===== src/design/qnm_lane.sv =====
// One multiplier lane: registered signed product with a stage enable.
// No dependencies.
module qnm_lane #(
    parameter int A_W = 16,
    parameter int B_W = 16
) (
    input  logic                       i_clk,
    input  logic                       i_en,
    input  logic signed [A_W-1:0]      i_a,
    input  logic signed [B_W-1:0]      i_b,
    output logic signed [A_W+B_W-1:0]  o_p
);

    logic signed [A_W+B_W-1:0] r_p;

    always_ff @(posedge i_clk) begin
        if (i_en) begin
            r_p <= i_a * i_b;
        end
    end

    assign o_p = r_p;

endmodule


===== config.mk =====
export PLATFORM = sky130hd
export DESIGN_NAME = qnm_lane
export DESIGN_NICKNAME = d
export VERILOG_FILES = /design/src/design/qnm_lane.sv
export SDC_FILE = /design/constraint.sdc
export NUM_CORES = 1
export LEC_CHECK = 0
export CORE_ASPECT_RATIO = 1.25
export CORE_UTILIZATION = 52
export DETAILED_ROUTE_END_ITERATION = 16
export DONT_BUFFER_PORTS = 1
export PLACE_DENSITY_LB_ADDON = 0.12
export SETUP_SLACK_MARGIN = 0.2
export SLEW_MARGIN = 0
export SYNTH_ARGS = -nofsm -noshare
export SYNTH_HDL_FRONTEND = slang
export SYNTH_SLANG_ARGS = --single-unit

===== constraint.sdc =====
create_clock -name i_clk -period 8.67 [get_ports i_clk]
set_clock_uncertainty 0.05 [all_clocks]
set_input_delay 0.4335 -clock i_clk [delete_from_list [all_inputs] [get_ports i_clk]]
set_output_delay 0.4335 -clock i_clk [all_outputs]
set_load 0.05 [all_outputs]

==> results of run 1 <==
[per-stage QoR]
step	hold slack [ns]	instance area (um^2)	instances
after floorplan	0.4960	10880	1127
after global routing	0.2039	11220	1369
after global placement	0.5027	11070	1361
after detailed placement	0.5035	11070	1361
after CTS	0.2071	11220	1369
final	0.2124	11220	1369
[cells in the final DEF (no fill, tap or decap), drive strengths merged, types with 2 or more instances in the layout]
cell	netlist	layout
a21oi	26	26
edfxtp	32	32
nand4	2	2
nor3	4	4
and2	124	124
fa	262	262
clkinvlp	0	2
o21bai	4	4
nand3	8	8
nand3b	2	2
a211oi	2	2
nor2	25	25
clkbuf	32	5
nand2	132	132
o211a	2	2
o211ai	6	6
or3	3	3
a21o	7	7
a311oi	2	2
a41o	2	2
o21ai	13	13
o21a	4	4
inv	292	292
xor2	4	4
ha	82	82
o31ai	3	3
nand2b	4	4
xnor2	31	31
[cell families after synthesis]
| kind of cell | after synthesis |
|---|---|
| fa+ha+maj | 344 |
| buf+inv | 328 |
| xor+xnor | 35 |
| flops | 32 |
| compound gates | 77 |
| simple gates | 311 |
[worst paths after layout]
check,end,slack [ns]
worst max-delay path,o_p[31],2.50
worst min-delay path,o_p[31],0.21
[final cells by class]
type                       instances  area [um^2]
fill                            1876         9104
multi-input combinational        767         8672
inverter                         292         1096
sequential                        32        960.9
tap                              270        337.8
clock buffer                       5        125.1
clock inverter                     3        23.77
[worst max-delay path, delay by kind of cell]
kind	cells	cell delay [ns]
adder cells (fa/ha/maj)	7	3.82
AO/OA/AOI/OAI	3	1.05
AND/OR/NAND/NOR	4	0.55
buffers and inverters	3	0.18
XOR/XNOR	1	0.10
[per-layer routing]
layer | up-vias | share of wire (%)
met5 | - | 0
met4 | 0 | 4.5
met3 | 58 | 3.4
met2 | 171 | 59
li1 | 3256 | -
met1 | 3775 | 34
==> results.tsv, run 1 <==
metric	value	unit
outcome	finished, final reports clean	
DR iter-0 viols	289	
DRT Pass-1 Iters	4	
# Post-CTS Setup Buffers	0	
Worst Path Max Fanout	16	
die footprint	21510	um^2
RSZ-0062 raised after global routing	no	
mapped cell area	10880	um^2
top post-synthesis cells by count	292 x inv_1, 262 x fa_1, 132 x nand2_1	
most used cell, CP	fa_1	
clk root buf	clkbuf_16	
first-pass GRT wire length	41.75	mm
Place WS	2.216	ns
met2 Resource Use GR	51.57	%
CP arrival	6.15	ns
warnings from Yosys	0	
Worst Max-Slew Pin Slew	0.5605	ns
adder-cell share of the synthesized area	57.65	%
max FFs per register	32	
largest net degree at the start of global routing	33	
gr busiest metal	met2	
Avg WL per Cell	18.75	um
synth unique cells	49	
max cap viols	0	
IO Port Bufs	0	
DR vias/cell	5.303	
highest-delay cell along the critical path	fa_1	
clock buffer depth	2	
CTS Buf Count	5	
CTS sink count	32	
xor-xnor portion of the synthesized cell area	2.818	%
Fin. Hold Viols	0	
Final ANT Viol Nets	0	
routing usage on met3	2.562	%
GRT met1 Usage	27.35	%
GRT Util Overall	25.80	%
post-synthesis mux area share	0	%
Final Max Tran Viols	0	
largest family of logic cells by synthesized area	adder cells	
Hold Path Origin	i_en	
shortest period the worst path allows	6.173	ns
Die Ht	163.7	um
H-tree Lvls	2	
number of global-route vias before repair	8116	
initial core utilization	53.53	%
final worst setup slack	2.497	ns
#FFs+latches synth	32	
WHS Path Cells	0	
setup TNS	0	ns
io pins	66	
DRC Markers	0	
final worst path period share	71.19	%
Die Wd	131.4	um
row count	58	
final wirelength	25.67	mm
Syn Nets	1505	
max incr delay on CP	0.84	ns
Cells after Synth	1127	
vias post-DR	7260	
GPL Wtd Cong	0.8559	
final core occ	55.20	%
CTS clk-pin slew, worst paths	0.06	ns
CP Launch Type	input pin	
Area growth syn-to-layout	3.106	%
# diodes	0	
post-synthesis async set-or-reset flop share	0	%
Post-synth EDFFs	32	
hold buffers post-CTS	0	
critical path class	in2reg	
Synth Area in Compound Gates	4.911	%
syn avg cell area	9.652	um^2
GRT overflow	0	
most common cell in the netlist	inv_1	
WP data required	8.65	ns
Max Clk Rate	162.0	MHz
Top FF cell, synth	edfxtp_1	
post-cts resize count	0	
Slew headroom	62.31	%
Post-Synth Simple-Gate Area	14.34	%
TritonCTS clock tree	done	
synth top area cells	fa_1 48%, inv_1 10%, ha_1 9.4%	
Final nets	1476	
core area	20320	um^2
layout cell share with drive strength beyond 1	1.638	%
Min-Delay Path Class	in2reg	
Setup violations, final	0	
crit-path cells	nand2_1 > inv_1 > fa_1 > fa_1 > fa_1 > fa_1 > fa_1 > inv_1 > fa_1 > inv_1 > ha_1 > and3_1 > and2_2 > nand3_1 > o31ai_1 > o2111ai_1 > o21ai_0 > xnor2_1	
Crit. End Element	flop	
CP Launch Point	i_a[15]	
area leader, netlist	fa_1	
antenna violations before repair	0	
hpwl dp	21.35	mm
top cell type's share of synthesized area	48.22	%
Seq/Total Area, Yosys	8.834	%
Power of run 1 is not shown: default switching activity piles up to over one toggle a cycle in this logic, so the estimate is an artifact.
==> run 2, diff against run 1 <==
- clock period: 8.67 -> 6.4 ns (I/O delays scaled with it)
==> run 2 against run 1 <==
  * Sequential share of layout area about the same
  * Clock-buffer cell count unchanged
  * First-iteration DRC count grew 31%
  * Critical path depth is the same
  * Setup slack got worse by 1.9 ns
  * Routed wire length shrank 1.8%
  * Hold slack lost 0.11 ns
  * Via count fell by 0.58%
  * Flip-flop and latch count unchanged
  * Die area is the same
  * Global-route usage is 0.49 points lower
  * Final cell count up 0.37%
==> results.tsv, run 2 (synthesis gave the netlist of run 1 again) <==
metric	value	unit
outcome	finished, final reports clean	
Area growth syn-to-layout	3.451	%
GRT Util Overall	25.30	%
DR iter-0 viols	379	
hpwl dp	21.30	mm
CP arrival	5.73	ns
shortest period the worst path allows	5.754	ns
number of global-route vias before repair	7989	
WP data required	6.38	ns
DRT Pass-1 Iters	4	
final wirelength	25.21	mm
core area	20320	um^2
vias post-DR	7218	
post-cts resize count	0	
row count	58	
Die Ht	163.7	um
RSZ-0062 raised after global routing	no	
Fin. Hold Viols	0	
setup TNS	0	ns
# diodes	0	
Final ANT Viol Nets	0	
critical path class	in2reg	
Die Wd	131.4	um
GPL Wtd Cong	0.8519	
first-pass GRT wire length	41.06	mm
Max Clk Rate	173.8	MHz
clock buffer depth	2	
Setup violations, final	0	
IO Port Bufs	0	
Final nets	1481	
most common cell after layout, fill and taps aside	inv_1	
CTS sink count	32	
GRT overflow	0	
die footprint	21510	um^2
final worst path period share	89.91	%
WHS Path Cells	0	
# Post-CTS Setup Buffers	0	
commonest cells after routing, fill and taps aside	292 x inv_1, 262 x fa_1, 132 x nand2_1	
H-tree Lvls	2	
antenna violations before repair	0	
DR vias/cell	5.253	
Slew headroom	64.64	%
Min-Delay Path Class	in2reg	
Final Max Tran Viols	0	
max cap viols	0	
clk root buf	clkbuf_16	
Worst Path Max Fanout	16	
Worst Max-Slew Pin Slew	0.5315	ns
largest net degree at the start of global routing	33	
Avg WL per Cell	18.35	um
layout cell share with drive strength beyond 1	2.083	%
initial core utilization	53.53	%
max FFs per register	32	
DRC Markers	0	
TritonCTS clock tree	done	
io pins	66	
fill count	1889	
hold buffers post-CTS	0	
CTS clk-pin slew, worst paths	0.06	ns
CP Launch Type	input pin	
CTS Buf Count	5	
Crit. End Element	flop	
## run 2: cell types whose count changed in the layout (fill, tap and decap cells not counted), sizes merged
cell / previous run / this run
buf: 0 / 5
## run 2: final cells by class
class	instances	area [um^2]	share of cell area, %
Clock buffer	5	125.1	1.112
Clock inverter	3	23.77	0.2113
Inverter	292	1096	9.740
Multi-Input combinational cell	767	8672	77.06
Sequential cell	32	960.9	8.539
Tap cell	270	337.8	3.002
Timing Repair Buffer	5	37.54	0.3336
## run 2: critical path, cell delays in order
cell,delay [ns]
nand2_1,0.09
inv_1,0.09
fa_1,0.74
fa_1,0.50
fa_1,0.49
fa_1,0.52
fa_1,0.49
inv_1,0.05
fa_1,0.47
inv_1,0.04
ha_1,0.38
nand4_1,0.14
nor2_1,0.23
nand3_1,0.11
o211a_1,0.28
o211a_1,0.26
or3_4,0.40
xnor2_1,0.13
## run 2: layer usage
layer  wire length, um  share of wire, %  GRT usage [%]  vias up
li1                  -                 -              -     3266
met1              8652                34          27.51     3750
met2             14780                59          50.22      153
met3               735               2.9          2.315       49
met4              1048               4.2          10.31        0
met5                 0                 0              0        -
## run 2: path summary, 6_finish.rpt
| path | from | end | slack, ns |
|---|---|---|---|
| max | i_b[1] | o_p[28] | 0.65 |
| min | i_en | o_p[31] | 0.1 |
## run 2: per-stage QoR
step | utilization [%] | std cells | instance area [um^2] | hold WS [ns] | setup slack [ns]
6_report | 55.38 | 1374 | 11250 | 0.09837 | 0.6456
4_1_cts | 55.38 | 1374 | 11250 | 0.09518 | 0.6428
3_5_place_dp | 54.65 | 1366 | 11100 | 0.3919 | 0.3645
3_3_place_gp | 54.65 | 1366 | 11100 | 0.3917 | 0.4512
2_1_floorplan | - | 1127 | 10880 | 0.3825 | 0.3980
5_1_grt | 55.38 | 1374 | 11250 | 0.08813 | 0.3459
Power of run 2 is left out for the same reason.
==> run 3, diff against run 2 <==
- CORE_UTILIZATION: 52 -> 68
==> run 3 against run 2 <==
  * Utilization is 16 points higher
  * Design area is 0.66% lower
  * Non-clock buffer count is 2 lower
  * Flip-flop and latch count stayed put
  * Routed wire length is 0.50% lower
  * Critical path depth stayed put
  * Critical endpoint unchanged
  * Largest cell class unchanged
==> results.tsv, run 3 (synthesis gave the netlist of run 1 again) <==
metric	value	unit
outcome	finished, final reports clean	
cell count after placement	1306	
Die Ht	143.4	um
row count	51	
core area	15630	um^2
max cap viols	0	
number of global-route vias before repair	8083	
Crit. End Element	flop	
final core occ	71.51	%
# Post-CTS Setup Buffers	0	
IO Port Bufs	0	
GRT overflow	0	
CTS Buf Count	5	
Worst Path Max Fanout	16	
RSZ-0062 raised after global routing	no	
Max Clk Rate	173.5	MHz
Final nets	1479	
DR vias/cell	5.739	
GRT Util Overall	33.41	%
setup TNS	0	ns
clock buffer depth	2	
commonest cells after routing, fill and taps aside	292 x inv_1, 262 x fa_1, 132 x nand2_1	
H-tree Lvls	2	
max FFs per register	32	
area occupied by multi-input gates	8672	um^2
vias post-DR	7541	
CTS clk-pin slew, worst paths	0.06	ns
first-pass GRT wire length	40.57	mm
DRT Pass-1 Iters	5	
critical path class	in2reg	
Non-Filler Instances	1314	
# diodes	0	
layout cell share with drive strength beyond 1	1.724	%
Slew headroom	62.81	%
GPL Wtd Cong	0.9434	
shortest period the worst path allows	5.762	ns
DRC Markers	0	
Worst Max-Slew Pin Slew	0.5579	ns
DR iter-0 viols	455	
hold buffers post-CTS	0	
Setup violations, final	0	
Area growth syn-to-layout	2.772	%
Min-Delay Path Class	in2reg	
fill count	1234	
worst hold slack	0.09601	ns
Fin. Hold Viols	0	
largest net degree at the start of global routing	33	
WP data required	6.38	ns
post-cts resize count	0	
TritonCTS clock tree	done	
CP arrival	5.75	ns
hpwl dp	20.61	mm
Avg WL per Cell	19.09	um
final worst path period share	90.03	%
Die Wd	115.1	um
register area	960.9	um^2
final wirelength	25.09	mm
clk root buf	clkbuf_16	
most common cell after layout, fill and taps aside	inv_1	
Final Max Tran Viols	0	
CTS sink count	32	
CP Launch Type	input pin	
antenna violations before repair	0	
initial core utilization	69.58	%
die footprint	16510	um^2
Final ANT Viol Nets	0	
io pins	66	
-- run 3: cell type report --
cell class              count  area share [%]
clock buffers               5           1.119
clock inverters             3          0.3358
inverters                 292           9.804
multi-input cells         767           77.57
flip-flops and latches     32           8.595
well taps                 212           2.373
repair buffers              3          0.2015
-- run 3: metrics by stage --
| step | setup WS, ns | instance area (um^2) |
|---|---|---|
| 5_1_grt | 0.4024 | 11180 |
| 6_report | 0.6378 | 11180 |
| 4_1_cts | 0.6397 | 11180 |
| 2_1_floorplan | 0.3980 | 10880 |
| 3_5_place_dp | 0.3373 | 11020 |
| 3_3_place_gp | 0.4208 | 11020 |
-- run 3: critical path, cell delays in order --
cell and delay [ns]:
nand2_1 0.09, inv_1 0.09, fa_1 0.76, fa_1 0.52, fa_1 0.50, fa_1 0.52
fa_1 0.49, inv_1 0.04, fa_1 0.47, inv_1 0.04, ha_1 0.37, nand4_1 0.14
nor2_1 0.22, nand3_1 0.10, o211a_1 0.27, o211a_1 0.27, or3_4 0.40, xnor2_1 0.13
-- run 3: path summary, 6_finish.rpt --
check              start      end  slack, ns  cells after the start
setup / recovery  i_b[1]  o_p[28]       0.64                     18
hold / removal      i_en  o_p[26]        0.1                      0
-- run 3: layer usage --
| layer | vias to the layer above | GRT usage (%) | share of wire, % |
|---|---|---|---|
| met4 | 0 | 23.03 | 7.7 |
| met1 | 3845 | 35.98 | 32 |
| met2 | 314 | 60.24 | 55 |
| met3 | 112 | 4.808 | 5.4 |
| li1 | 3270 | - | - |
| met5 | - | 0 | 0 |
Power of run 3 is left out for the same reason.
